--- src/design/sync_frame_xor_deframer_top_macros.svh ---
// Assertion helpers shared by the deframer modules.
`ifndef SYNC_FRAME_XOR_DEFRAMER_TOP_MACROS_SVH
`define SYNC_FRAME_XOR_DEFRAMER_TOP_MACROS_SVH
`ifndef SYNTHESIS
`define SFXD_ASSERT_SAME(lbl, ante, cons) \
  lbl: assert property (@(posedge clk) disable iff (!rst_n) (ante) |-> (cons)) \
    else $error("sfxd check failed in the same cycle");
`define SFXD_ASSERT_NEXT(lbl, ante, cons) \
  lbl: assert property (@(posedge clk) disable iff (!rst_n) (ante) |=> (cons)) \
    else $error("sfxd check failed in the following cycle");
`else
`define SFXD_ASSERT_SAME(lbl, ante, cons)
`define SFXD_ASSERT_NEXT(lbl, ante, cons)
`endif
`endif

--- src/design/sfxd_pkg.sv ---
package sfxd_pkg;

  localparam int DEF_FRAME_BYTES = 121;
  localparam int BYTE_W          = 8;
  localparam int WORD_W          = 64;
  localparam int WIDX_W          = 4;
  localparam int CFG_IDX_W       = 1;
  localparam int CFG_DATA_W      = 8;

  typedef logic [BYTE_W-1:0]     byte_t;
  typedef logic [WORD_W-1:0]     word_t;
  typedef logic [WIDX_W-1:0]     widx_t;
  typedef logic [CFG_IDX_W-1:0]  cfg_idx_t;
  typedef logic [CFG_DATA_W-1:0] cfg_data_t;

  localparam cfg_idx_t CFG_SYNC_FIRST  = 1'b0;
  localparam cfg_idx_t CFG_SYNC_SECOND = 1'b1;

  localparam byte_t SYNC_FIRST_RST  = 8'hAA;
  localparam byte_t SYNC_SECOND_RST = 8'hBB;

endpackage

--- src/design/sfxd_in_if.sv ---
interface sfxd_in_if;
  import sfxd_pkg::*;

  logic  valid;
  logic  ready;
  byte_t rx_byte;

  modport source (output valid, output rx_byte, input ready);
  modport sink (input valid, input rx_byte, output ready);
endinterface

--- src/design/sfxd_out_if.sv ---
interface sfxd_out_if;
  import sfxd_pkg::*;

  logic  valid;
  logic  ready;
  word_t payload_word;
  widx_t word_index;
  logic  last_word;

  modport source (output valid, output payload_word, output word_index, output last_word,
                  input ready);
  modport sink (input valid, input payload_word, input word_index, input last_word,
                output ready);
endinterface

--- src/design/sfxd_window.sv ---
`include "sync_frame_xor_deframer_top_macros.svh"

module sfxd_window #(
  parameter int FRAME_BYTES = sfxd_pkg::DEF_FRAME_BYTES
) (
  input  logic            clk,
  input  logic            rst_n,
  sfxd_in_if.sink         in_ch,
  input  sfxd_pkg::byte_t sync_first,
  input  sfxd_pkg::byte_t sync_second,
  input  logic            emit_busy,
  output logic            frame_load,
  output sfxd_pkg::byte_t payload [FRAME_BYTES-3]
);
  import sfxd_pkg::*;

  localparam int PAY = FRAME_BYTES - 3;
  localparam int FCW = $clog2(FRAME_BYTES);

  byte_t          s1_byte_r;
  logic           s1_valid_r, s1_valid_nxt;
  byte_t          win_r [FRAME_BYTES];
  logic [FCW-1:0] fill_r, fill_nxt;
  byte_t          xor_r, xor_nxt;

  logic  full;
  logic  adv;
  logic  match;
  byte_t x_new;
  byte_t w0, w1;

  assign full  = (fill_r == FCW'(FRAME_BYTES - 1));
  assign x_new = xor_r ^ s1_byte_r;
  assign w0    = win_r[1];
  assign w1    = win_r[2];
  assign match = (w0 == sync_first) && (w1 == sync_second) && ((x_new ^ w0 ^ w1) == '0);

  // A completing window waits while the previous frame is still being sent.
  assign adv         = s1_valid_r && !(full && emit_busy);
  assign in_ch.ready = !s1_valid_r || adv;
  assign frame_load  = adv && full && match;

  always_comb begin
    for (int p = 0; p < PAY; p++) begin
      payload[p] = win_r[3 + p];
    end
  end

  always_comb begin
    s1_valid_nxt = s1_valid_r;
    fill_nxt     = fill_r;
    xor_nxt      = xor_r;
    if (in_ch.valid && in_ch.ready) begin
      s1_valid_nxt = 1'b1;
    end else if (adv) begin
      s1_valid_nxt = 1'b0;
    end
    if (adv) begin
      if (!full) begin
        fill_nxt = fill_r + 1'b1;
        xor_nxt  = x_new;
      end else if (match) begin
        fill_nxt = '0;
        xor_nxt  = '0;
      end else begin
        fill_nxt = FCW'(FRAME_BYTES - 1);
        xor_nxt  = x_new ^ w0;
      end
    end
  end

  always_ff @(posedge clk) begin
    if (!rst_n) begin
      s1_valid_r <= 1'b0;
      fill_r     <= '0;
      xor_r      <= '0;
    end else begin
      s1_valid_r <= s1_valid_nxt;
      fill_r     <= fill_nxt;
      xor_r      <= xor_nxt;
    end
  end

  always_ff @(posedge clk) begin
    if (in_ch.valid && in_ch.ready) begin
      s1_byte_r <= in_ch.rx_byte;
    end
    if (adv) begin
      for (int i = 0; i < FRAME_BYTES - 1; i++) begin
        win_r[i] <= win_r[i + 1];
      end
      win_r[FRAME_BYTES - 1] <= s1_byte_r;
    end
  end

  `SFXD_ASSERT_NEXT(a_accept_empties_window, frame_load, fill_r == '0)
  `SFXD_ASSERT_SAME(a_fill_in_range, 1'b1, fill_r <= FCW'(FRAME_BYTES - 1))
  `SFXD_ASSERT_SAME(a_stall_holds_byte, !in_ch.ready, s1_valid_r && full && emit_busy)

endmodule

--- src/design/sfxd_emit.sv ---
`include "sync_frame_xor_deframer_top_macros.svh"

module sfxd_emit #(
  parameter int FRAME_BYTES = sfxd_pkg::DEF_FRAME_BYTES
) (
  input  logic            clk,
  input  logic            rst_n,
  input  logic            frame_load,
  input  sfxd_pkg::byte_t payload [FRAME_BYTES-3],
  output logic            emit_busy,
  sfxd_out_if.source      out_ch
);
  import sfxd_pkg::*;

  localparam int PAY    = FRAME_BYTES - 3;
  localparam int WORDS  = (PAY + 7) / 8;
  localparam int WCW    = (WORDS > 1) ? $clog2(WORDS) : 1;
  localparam int WSLOTS = 1 << WCW;

  byte_t          pbuf_r [PAY];
  logic           valid_r, valid_nxt;
  logic [WCW-1:0] wcnt_r, wcnt_nxt;
  word_t          words [WSLOTS];
  logic           last;
  logic           fire;

  always_comb begin
    for (int k = 0; k < WSLOTS; k++) begin
      for (int b = 0; b < 8; b++) begin
        if (k * 8 + b < PAY) begin
          words[k][8*b +: 8] = pbuf_r[k * 8 + b];
        end else begin
          words[k][8*b +: 8] = '0;
        end
      end
    end
  end

  assign last                = (wcnt_r == WCW'(WORDS - 1));
  assign fire                = valid_r && out_ch.ready;
  assign emit_busy           = valid_r;
  assign out_ch.valid        = valid_r;
  assign out_ch.payload_word = words[wcnt_r];
  assign out_ch.word_index   = WIDX_W'(wcnt_r);
  assign out_ch.last_word    = last;

  always_comb begin
    valid_nxt = valid_r;
    wcnt_nxt  = wcnt_r;
    if (frame_load) begin
      valid_nxt = 1'b1;
      wcnt_nxt  = '0;
    end else if (fire) begin
      if (last) begin
        valid_nxt = 1'b0;
      end else begin
        wcnt_nxt = wcnt_r + 1'b1;
      end
    end
  end

  always_ff @(posedge clk) begin
    if (!rst_n) begin
      valid_r <= 1'b0;
      wcnt_r  <= '0;
    end else begin
      valid_r <= valid_nxt;
      wcnt_r  <= wcnt_nxt;
    end
  end

  always_ff @(posedge clk) begin
    if (frame_load) begin
      pbuf_r <= payload;
    end
  end

  `SFXD_ASSERT_SAME(a_load_when_idle, frame_load, !valid_r)
  `SFXD_ASSERT_NEXT(a_more_words_follow, valid_r && out_ch.ready && !last, valid_r)
  `SFXD_ASSERT_NEXT(a_frame_done, valid_r && out_ch.ready && last && !frame_load, !valid_r)

endmodule

--- src/design/sync_frame_xor_deframer_top.sv ---
// Channel    Dir  Beat contents
// in_ch      in   rx_byte: one byte of the received stream
// out_ch     out  payload_word, word_index, last_word: one payload word of a frame
// cfg_*      in   cfg_index selects sync_first or sync_second, cfg_data is the value
//
// One byte is taken per cycle; it sits in the input register, then joins the window.
// The first word of an accepted frame is offered right after the edge at which its check
// byte joins the window, then one word per cycle while out_ch is ready.
// The input stalls only when a window completes while the previous frame is still sent.
// Reset is synchronous and active low and empties the window and the word buffer at once.
// After reset the sync bytes are 0xAA and 0xBB.
module sync_frame_xor_deframer_top #(
  parameter int FRAME_BYTES = sfxd_pkg::DEF_FRAME_BYTES
) (
  input  logic                clk,
  input  logic                rst_n,
  sfxd_in_if.sink             in_ch,
  sfxd_out_if.source          out_ch,
  input  logic                cfg_we,
  input  sfxd_pkg::cfg_idx_t  cfg_index,
  input  sfxd_pkg::cfg_data_t cfg_data
);
  import sfxd_pkg::*;

  byte_t sync_first_r;
  byte_t sync_second_r;
  logic  emit_busy;
  logic  frame_load;
  byte_t payload [FRAME_BYTES-3];

  always_ff @(posedge clk) begin
    if (!rst_n) begin
      sync_first_r  <= SYNC_FIRST_RST;
      sync_second_r <= SYNC_SECOND_RST;
    end else if (cfg_we) begin
      case (cfg_index)
        CFG_SYNC_FIRST:  sync_first_r  <= cfg_data;
        CFG_SYNC_SECOND: sync_second_r <= cfg_data;
        default: begin
        end
      endcase
    end
  end

  sfxd_window #(
    .FRAME_BYTES (FRAME_BYTES)
  ) u_window (
    .clk         (clk),
    .rst_n       (rst_n),
    .in_ch       (in_ch),
    .sync_first  (sync_first_r),
    .sync_second (sync_second_r),
    .emit_busy   (emit_busy),
    .frame_load  (frame_load),
    .payload     (payload)
  );

  sfxd_emit #(
    .FRAME_BYTES (FRAME_BYTES)
  ) u_emit (
    .clk        (clk),
    .rst_n      (rst_n),
    .frame_load (frame_load),
    .payload    (payload),
    .emit_busy  (emit_busy),
    .out_ch     (out_ch)
  );

endmodule

--- src/flat_wrapper.sv ---
// flat-port wrapper written by rule: the top's interface ports become plain ports
module sync_frame_xor_deframer_top_flat import sfxd_pkg::*;
#(
  parameter int FRAME_BYTES = sfxd_pkg::DEF_FRAME_BYTES
)
  (clk, rst_n, cfg_we, cfg_index, cfg_data, in_ch_valid, in_ch_rx_byte, in_ch_ready, out_ch_valid, out_ch_payload_word, out_ch_word_index, out_ch_last_word, out_ch_ready);
  sfxd_in_if in_ch_i ();
  sfxd_out_if out_ch_i ();
  input  logic clk;
  input  logic rst_n;
  input  logic cfg_we;
  input  sfxd_pkg::cfg_idx_t cfg_index;
  input  sfxd_pkg::cfg_data_t cfg_data;
  input wire logic [$bits(in_ch_i.valid)-1:0] in_ch_valid;
  input wire logic [$bits(in_ch_i.rx_byte)-1:0] in_ch_rx_byte;
  output wire logic [$bits(in_ch_i.ready)-1:0] in_ch_ready;
  output wire logic [$bits(out_ch_i.valid)-1:0] out_ch_valid;
  output wire logic [$bits(out_ch_i.payload_word)-1:0] out_ch_payload_word;
  output wire logic [$bits(out_ch_i.word_index)-1:0] out_ch_word_index;
  output wire logic [$bits(out_ch_i.last_word)-1:0] out_ch_last_word;
  input wire logic [$bits(out_ch_i.ready)-1:0] out_ch_ready;
  assign in_ch_i.valid = in_ch_valid;
  assign in_ch_i.rx_byte = in_ch_rx_byte;
  assign in_ch_ready = in_ch_i.ready;
  assign out_ch_valid = out_ch_i.valid;
  assign out_ch_payload_word = out_ch_i.payload_word;
  assign out_ch_word_index = out_ch_i.word_index;
  assign out_ch_last_word = out_ch_i.last_word;
  assign out_ch_i.ready = out_ch_ready;
  sync_frame_xor_deframer_top #(.FRAME_BYTES(FRAME_BYTES)) u_core (.clk(clk), .rst_n(rst_n), .in_ch(in_ch_i), .out_ch(out_ch_i), .cfg_we(cfg_we), .cfg_index(cfg_index), .cfg_data(cfg_data));
endmodule
--- config.mk ---
export PLATFORM = sky130hd
export DESIGN_NAME = sync_frame_xor_deframer_top_flat
export DESIGN_NICKNAME = d
export VERILOG_FILES = /design/src/design/sfxd_pkg.sv /design/src/design/sfxd_in_if.sv /design/src/design/sfxd_out_if.sv /design/src/design/sfxd_window.sv /design/src/design/sfxd_emit.sv /design/src/design/sync_frame_xor_deframer_top.sv /design/src/flat_wrapper.sv
export VERILOG_INCLUDE_DIRS = /design/src /design/src/design
export SDC_FILE = /design/constraint.sdc
export NUM_CORES = 1
export LEC_CHECK = 0
export CAP_MARGIN = 0
export CORE_AREA = 2 2 369 371
export CTS_BUF_LIST = sky130_fd_sc_hd__clkbuf_8 sky130_fd_sc_hd__clkbuf_16
export DETAILED_ROUTE_END_ITERATION = 7
export DIE_AREA = 0 0 371 373
export DONT_BUFFER_PORTS = 1
export PLACE_DENSITY = 0.63
export RECOVER_POWER = 25
export SLEW_MARGIN = 15
export SYNTH_ARGS = -nofsm -noshare
export SYNTH_HDL_FRONTEND = slang
export SYNTH_SLANG_ARGS = --single-unit
export TNS_END_PERCENT = 30
--- constraint.sdc ---
create_clock -name clk -period 264.5 [get_ports clk]
set_clock_uncertainty 0.1 [all_clocks]
set_input_delay 26.45 -clock clk [delete_from_list [all_inputs] [get_ports clk]]
set_output_delay 26.45 -clock clk [all_outputs]
set_load 0.05 [all_outputs]
### Yosys cells after proc, flatten, opt, wreduce, memory -nomap -nowiden

Memories as Yosys holds them, arrays and structs flattened.
Cells that the tools add are included.

| word-level totals | value |
|---|---|
| memories kept | 1 |
| memory bits (writable) | 968 |
| register bits | 989 |
| logic and storage cells | 175 |
| output and inout port bits | 71 |
| input bits | 22 |

Memories:

| memory | depth | bits a word | read ports | clocked after Yosys merged registers in | write ports | line | source |
|---|---|---|---|---|---|---|---|
| u_core.u_window.win_r | 121 | 8 | 120 | 0 | 121 | sfxd_window.sv:22 | `byte_t win_r [FRAME_BYTES];` |

| cells by class | value |
|---|---|
| reduce and logical (&&, ||, !) cells | 20 |
| $add $sub $neg | 2 |
| order comparisons | 1 |
| bitwise logic cells | 7 |
| muxes and demuxes | 14 |
| equal/unequal tests | 4 |

Operators with widths:

| cell | count |
|---|---|
| 64-bit binary-select mux with 4-bit select | 1 |
| 64-bit 2-to-1 mux | 2 |
| 8-bit XOR | 3 |
| 8-bit equality test | 2 |
| 8-bit 2-to-1 mux | 2 |
| 7-bit 2-to-1 mux | 2 |
| 1-bit logical AND | 8 |
| 8-bit zero test | 1 |
| 2-bit AND reduction | 4 |
| 7-bit by 1-bit adder with 7-bit output, second input constant | 1 |
| 7-bit equality test, second input constant | 1 |
| 1-bit 2-to-1 mux | 7 |
| 2-bit nonzero test | 3 |
| 5-bit greater-or-equal comparator, second input constant | 1 |
| 4-bit NOT with 5-bit output | 1 |
| 4-bit by 1-bit adder with 4-bit output, second input constant | 1 |
| 4-bit equality test, second input constant | 1 |
| 1-bit NOT | 3 |
| 1-bit zero test | 2 |
| 2-bit OR reduction | 1 |
| 1-bit logical OR | 1 |

### Depth between registers and ports, before layout

Gate-level depths: netlist of run 1.

| depth | value |
|---|---|
| word-level depth | 8 |
| mapped depth | 9 |
| gate-level depth less buffers | 8 |

### Modules after synthesis

From an unflattened synthesis of run 1, not the netlist that was laid out.

| unflattened totals | value |
|---|---|
| cell total of the unflattened synthesis | 3,176 |
| area total of the unflattened synthesis | 68,169.1 µm² |

By module, submodules not included:

| module | times used | cells each | area an instance (µm²) | sequential area each (µm²) |
|---|---|---|---|---|
| sfxd_emit | 1 | 1,954 | 36,954.2 | 28,447.3 |
| sfxd_window | 1 | 1,152 | 30,561.8 | 29,388.2 |
| sync_frame_xor_deframer_top | 1 | 70 | 653.1 | 320.3 |

### Worst setup path after synthesis of run 1

Ideal clock, no wire load.

| path | value |
|---|---|
| path kind | register -> register |
| start | mem u_core.u_window.win_r[0][8] (netlist bit) |
| end | reg u_core.u_emit.valid_r (netlist: u_core.u_emit.emit_busy) |
| data arrival time | 95.136 ns |
| stages on the path, launching flop included | 6 |
| period minus slack after synthesis | 95.504 ns |
| data required time | 264.132 ns |
| path buffers | 0 |
| setup time | 0.268 ns |
| slack | 168.996 ns |
| cell sequence | edfxtp_1 -> xor2_1 -> nor4_1 -> nand4_1 -> nor4_1 -> o21a_1 |

RTL lines:

| what | line | source |
|---|---|---|
| start, declared | sfxd_window.sv:22 |  |
| end signal, assigned | sfxd_emit.sv:67 | `valid_r <= valid_nxt;` |
| end, declared | sfxd_emit.sv:21 | `logic valid_r, valid_nxt;` |

### Final worst setup path of run 1

| path | value |
|---|---|
| start | reg u_core.u_emit.wcnt_r[1] (netlist: u_core.u_emit.out_ch.word_index[1]) |
| end | out out_ch_payload_word[55] |

| on the way | value |
|---|---|
| longest elaborated chain between the ends | 4 |

Ends and longest elaborated chain:

| what | line | source |
|---|---|---|
| start, declared | sfxd_emit.sv:22 | `logic [WCW-1:0] wcnt_r, wcnt_nxt;` |
| start signal, assigned | sfxd_emit.sv:68 | `wcnt_r <= wcnt_nxt;` |
| 4-bit NOT with 5-bit output (implied by the code) | sfxd_emit.sv:43 | `assign out_ch.payload_word = words[wcnt_r];` |
| 64-bit binary-select mux with 4-bit select | sfxd_emit.sv:43 |  |
| 64-bit 2-to-1 mux (implied by the code) (2 in series) | sfxd_emit.sv:43 |  |
| end, declared | flat_wrapper.sv:18 | `output wire logic [$bits(out_ch_i.payload_word)-1:0] out_ch_payload_word;` |

Every way passes these cells. The select of a mux whose other input is x is not followed.

==> results of run 1 <==
## per-stage QoR
| step | std cells | setup WS [ns] | power (mW) | hold slack (ns) |
|---|---|---|---|---|
| 2_1_floorplan | 2804 | 169.00 | 0.362 | 0.321 |
| 3_3_place_gp | 4536 | 233.29 | 0.360 | 0.324 |
| 3_5_place_dp | 4537 | 233.24 | 0.360 | 0.329 |
| 4_1_cts | 4880 | 232.34 | 0.617 | 0.330 |
| 5_1_grt | 4880 | 232.30 | 0.630 | 0.332 |
| 6_report | 4880 | 232.42 | 0.611 | 0.329 |
## path summary, 6_finish.rpt
path	end	cells past startpoint	slack, ns	startpoint
hold reg to reg	u_core.u_emit.pbuf_r[275]$_DFFE_PP_	0	0.33	u_core.u_window.win_r[5][51]$_DFFE_PP_
setup reg to reg	u_core.u_emit.pbuf_r[884]$_DFFE_PP_	8	258.51	u_core.u_window.win_r[0][22]$_DFFE_PP_
hold / removal	u_core.u_emit.pbuf_r[275]$_DFFE_PP_	0	0.33	u_core.u_window.win_r[5][51]$_DFFE_PP_
setup / recovery	out_ch_payload_word[55]	8	232.42	u_core.u_emit.out_ch.word_index[1]$_SDFFE_PP0P_
## layer usage
layer | GRT usage [%] | up-vias | routed length (um)
li1 | - | 11800 | -
met3 | 5.68 | 174 | 11200
met5 | 0 | - | 0
met2 | 27.9 | 1008 | 59700
met4 | 5.07 | 0 | 2570
met1 | 26.5 | 14600 | 54400
## cells in the mapped netlist, types with 2 or more instances
library cell,instances,share of area (%)
a211oi_1,2,0.022
a21oi_1,18,0.13
a221o_1,15,0.22
a221oi_1,22,0.29
a31oi_1,3,0.028
and3_1,3,0.028
buf_1,3,0.017
buf_2,29,0.22
buf_4,11,0.12
buf_6,9,0.15
clkbuf_1,45,0.25
dfxtp_1,37,1.1
edfxtp_1,1912,86
ha_1,4,0.075
inv_1,32,0.18
mux2i_1,117,1.7
mux4_2,203,6.8
nand2_1,83,0.47
nand2b_1,2,0.019
nand3_1,14,0.10
nand3_2,2,0.030
nand4_1,6,0.056
nor2_1,56,0.31
nor2b_1,2,0.019
nor3_1,3,0.022
nor4_1,6,0.056
o21ai_0,64,0.48
o21ai_1,3,0.022
o22ai_1,17,0.16
o31ai_1,9,0.10
or4_1,7,0.079
xnor2_1,30,0.39
xor2_1,23,0.30
## worst max-delay path, cell delays in order, from the launching register on
cell and delay (ns):
dfxtp_4 0.60, buf_4 0.88, buf_4 0.78, and3_1 0.75, buf_4 0.37, a221o_1 0.19
mux2i_1 0.11, o21ai_1 0.66, buf_4 0.33
## final cells by class
type | count | share of cell area, %
Multi-Input combinational cell | 726 | 10.9
Clock inverter | 156 | 1.78
Clock buffer | 187 | 6.21
Sequential cell | 1949 | 77.4
Tap cell | 1781 | 2.96
Inverter | 32 | 0.170
Timing Repair Buffer | 49 | 0.572
## state kept, by name, indices dropped and copies added (netlist names)
signal and flops:
u_core.sync_first_r 8, u_core.sync_second_r 8, u_core.u_emit.emit_busy 1, u_core.u_emit.out_ch.word_index 4
u_core.u_emit.pbuf_r 944, u_core.u_window.fill_r 7, u_core.u_window.s1_byte_r 8, u_core.u_window.s1_valid_r 1
u_core.u_window.win_r 960, u_core.u_window.xor_r 8
## kinds of logic after synthesis
| group | Yosys count |
|---|---|
| DFF | 1949 |
| muxes | 320 |
| and+or+nand+nor | 192 |
| AOI/OAI and AO/OA | 157 |
| buffers and inverters | 129 |
| xor gates and xnor gates | 53 |
| adders and majority gates | 4 |
## report_power, final
group          total, mW  internal [mW]  switching [mW]
Sequential         0.349          0.345         0.00409
Combinational    0.00470       0.000888         0.00381
Clock              0.257          0.145           0.112
Total              0.611          0.491           0.120
==> impl_metrics.tcl, run 1 <==
set metrics [dict create \
    grt_pass1_wl_um 186000 \
    relSlewSlack_pct 16.1 \
    worstSetupEndpointType "output port" \
    cts_setup_buffers 0 \
    die_area_um2 138000 \
    pin_count 93 \
    setup_viol 0 \
    timing_hold_violations_final 0 \
    synth_compound_area_share_pct 1.54 \
    routed_wl_um 128000 \
    clkLatencyLatePin_ns 0.81 \
    numCtsBuffers 185 \
    synth_area_um2 66900 \
    synth-xor-area-share_pct 0.693 \
    drive_above_1_share_pct 17.4 \
    ff_latch_area_um2 58200 \
    area_delta_synth_final_pct 12.3 \
    ant_nets 0 \
    cts_tree "done" \
    yosys_warnings 0 \
    nets 2969 \
    insertedDiodeCount 0 \
    ys_ff_latch 1949 \
    fin_setup_tns_ns 0 \
    multi_input_area_um2 8220 \
    wl_per_cell_um 26.2 \
    crit_type "reg2out" \
    grtUsageTotal_pct 18.5 \
    synth_area_per_cell_um2 23.9 \
    tightestPinTransition_ns 1.25 \
    fmax_mhz 31.2 \
    ir_worst_vdd_mv 0.00699 \
    cts_root_buf "clkbuf_16" \
    placement.cell_area_um2 69200 \
    synth_flop_cell "edfxtp_1" \
    startpoint_type "flip-flop" \
    synthMuxAreaShare_pct 8.58 \
    maxSlewViolCount 0 \
    drc 0 \
    port_buffers 0 \
    cts.sinks 1949 \
    fin_util_pct 55.8 \
    h-tree-depth 4 \
    grt_pass1_vias 27800 \
    status "finished, final reports clean" \
    syn_inst 2804 \
    critPathRequiredTime_ns 237.95 \
    cts.path.max_buffers 3 \
    vias 27600 \
    maxCapViolCount 0 \
    final_cell_mix "edfxtp_1, mux4_2, clkbuf_16, mux2i_1, nand2_1" \
    synth_top_family_by_area "multiplexers" \
    yosysSeqAreaShare_pct 86.9 \
    drt_pass1_iterations 5 \
    path_clk_slew_ns 0.06 \
    die_h_um 373 \
    antenna_found_initial 4 \
    synth-edff-count 1912 \
    dp_hpwl_um 76400 \
    ctsHoldBuffers 0 \
    final_cell_area_um2 75200 \
    drt_iter0_drc 3118 \
    die_width_um 371 \
    min_period_ns 32.08 \
    period_share_pct 12.1 \
    power.density_nw_per_um2 8.12 \
    fillers 9618 \
    ctsResizeCount 0 \
    synthAdderAreaFrac_pct 0.0748 \
    synthArstFlopShare_pct 0 \
    grt.overflow.total 0 \
    ys_types 45 \
    worstPathArrival_ns 5.53 \
    core.rowCount 135 \
    rsz0062_at_grt "no" \
    grt_max_degree 184 \
    synthSimpleGateAreaFrac_pct 1.29 \
    min_path_type "reg2reg" \
    finalWeightedCongestion 0.816 \
    worstPathMaxFanout 58 \
    vias_per_cell 5.65 \
    total_leakage_power_nw 23.2 \
    syn_nets 2830 \
    final_common_cell "edfxtp_1" \
    start_util_pct 49.7 \
    core-area_um2 135000 \
]
No activity file was read; power rests on OpenSTA's default activity.
==> inputs of run 2 (changes only) <==
==> constraint.sdc (replaced) <==
create_clock -name clk -period 30.4 [get_ports clk]
set_clock_uncertainty 0.1 [all_clocks]
set_input_delay 3.04 -clock clk [delete_from_list [all_inputs] [get_ports clk]]
set_output_delay 3.04 -clock clk [all_outputs]
set_load 0.05 [all_outputs]
==> run 2 against run 1 <==
Against the previous run: critical path depth decreased by 3; highest routed layer unchanged; utilization decreased by 0.15 points; largest power group unchanged; clock-buffer cell count increased by 1.
==> impl_metrics.tcl, run 2 (synthesis results as in run 1) <==
set metrics [dict create \
    status "finished, final reports clean" \
    cts_root_buf "clkbuf_16" \
    timing.rr.start "u_core.u_window.fill_r[0]$_SDFFE_PN0P_" \
    period_share_pct 26.3 \
    critPathRequiredTime_ns 27.26 \
    worstPathArrival_ns 4.87 \
    min_path_type "reg2reg" \
    routed_wl_um 125000 \
    final_common_cell "edfxtp_1" \
    grtUsageTotal_pct 18.1 \
    cts_setup_buffers 0 \
    tightestPinTransition_ns 1.21 \
    met1Wirelength_um 54100 \
    reg_top3 "u_core.u_window.win_r: 960 flops, u_core.u_emit.pbuf_r: 944 flops" \
    core-area_um2 135000 \
    port_buffers 0 \
    vias_per_cell 5.62 \
    final_cell_mix "edfxtp_1, mux4_2, clkbuf_16, mux2i_1, nand2_1" \
    routed-wl-met3_um 8210 \
    cts_tree "done" \
    timing_hold_violations_final 0 \
    pin_count 93 \
    drt_iter0_drc 3082 \
    cts.sinks 1949 \
    die_area_um2 138000 \
    h-tree-depth 4 \
    wl_met2_um 60300 \
    total_power_mw 5.26 \
    whs_path_depth 0 \
    worstSetupEndpointType "output port" \
    drt_pass1_iterations 5 \
    critPathTopFamily "buffers and inverters" \
    relSlewSlack_pct 18.9 \
    numCtsBuffers 182 \
    cp-endpoint "out_ch_payload_word[28]" \
    placed_cells 4544 \
    startpoint_type "flip-flop" \
    r2r_cells 10 \
    maxSlewViolCount 0 \
    crit_type "reg2out" \
    antenna_found_initial 2 \
    min_period_ns 8.01 \
    cp-startpoint "u_core.u_emit.out_ch.word_index[0]$_SDFFE_PP0P_" \
    instances_no_fill 4880 \
    maxCapViolCount 0 \
    holdWs_ns 0.335 \
    nets 2973 \
    die_h_um 373 \
    ctsHoldBuffers 0 \
    worstReg2RegEnd "u_core.u_emit.pbuf_r[934]$_DFFE_PP_" \
    crit_slowest_cell "dfxtp_4" \
    clkLatencyLatePin_ns 0.79 \
    ant_nets 0 \
    worstPathMaxFanout 78 \
    finalWeightedCongestion 0.830 \
    critPathBufInv 2 \
    fmax_mhz 125 \
    total_leakage_power_nw 23.2 \
    grt_max_degree 167 \
    dp_hpwl_um 73600 \
    path_clk_slew_ns 0.06 \
    core.rowCount 135 \
    grt.overflow.total 0 \
    crit_chain "buf_12 -> buf_4 -> mux4_2 -> a221oi_1 -> o21ai_1" \
    grt_pass1_vias 28000 \
    max_stage_delay_ns 0.93 \
    dr.max_layer_used "met4" \
    start_util_pct 49.7 \
    fin_util_pct 55.7 \
    vias 27400 \
    largest_register_ffs 960 \
    cts.path.max_buffers 3 \
    die_width_um 371 \
    ir_worst_vdd_mv 0.0537 \
    drive_above_1_share_pct 17.0 \
    setup_viol 0 \
    area_delta_synth_final_pct 12.0 \
    max_flop_register "u_core.u_window.win_r" \
    grt_pass1_wl_um 184000 \
    hp-start "u_core.u_window.win_r[2][120]$_DFFE_PP_" \
    crit_cells 5 \
    wl_per_cell_um 25.6 \
    regToRegSetupSlack_ns 24.80 \
    drc 0 \
    rsz0062_at_grt "no" \
    fin_setup_tns_ns 0 \
    power.density_nw_per_um2 70.1 \
    ctsResizeCount 0 \
]
-- run 2: cell types whose count changed in the layout (fill, tap and decap cells not counted), moves of 3 or more --
cell / previous run / this run
clkinv_1: 51 / 43
inv_16: 3 / 0
buf_4: 44 / 51
clkinvlp_4: 9 / 6
o21ai_2: 11 / 6
o21ai_1: 27 / 32
clkinv_16: 6 / 0
inv_6: 7 / 2
inv_1: 65 / 77
-- run 2: report_power, final --
part           internal (mW)  switching (mW)
combinational        0.00775          0.0330
clock                   1.25           0.929
sequential              3.00          0.0356
-- run 2: layout make-up --
type / instances / area (um^2)
clock inverters: 147 / 1070
repair buffers: 56 / 465
multi-input cells: 726 / 8210
well taps: 1781 / 2230
fillers: 9678 / 59600
flip-flops and latches: 1949 / 58200
diodes: 1 / 2.50
clock buffers: 188 / 4700
inverters: 32 / 128
-- run 2: how the worst min path moves through the flow --
| stage | end | slack [ns] |
|---|---|---|
| after global placement | u_core.u_window.win_r[7][2]$_DFFE_PP_ | 0.32 |
| final | u_core.u_window.win_r[2][112]$_DFFE_PP_ | 0.34 |
| after global routing | u_core.u_window.win_r[2][105]$_DFFE_PP_ | 0.35 |
| after CTS | u_core.u_window.win_r[2][112]$_DFFE_PP_ | 0.33 |
| after floorplan | u_core.u_emit.pbuf_r[0]$_DFFE_PP_ | 0.32 |
| after detailed placement | u_core.u_window.win_r[6][92]$_DFFE_PP_ | 0.33 |
-- run 2: worst reg2reg max path: cells and delay by family, from the launching register on --
family	cells	cell delay [ns]
flip-flops	1	0.34
adder cells (fa/ha/maj)	1	0.19
AND/OR/NAND/NOR	4	1.21
buffers and inverters	5	3.32
-- run 2: through the flow --
stage	area, um^2	worst slack (ns)
2_1_floorplan	67000	-1.10
3_3_place_gp	69200	23.09
3_5_place_dp	69200	23.05
4_1_cts	75000	22.17
5_1_grt	75000	22.05
6_report	75000	22.39
-- run 2: per-layer routing --
layer  vias to the layer above  GRT usage (%)
met3                       162           3.94
met4                         0           5.13
met2                       823           28.2
met5                         -              0
met1                     14700           26.1
li1                      11800              -
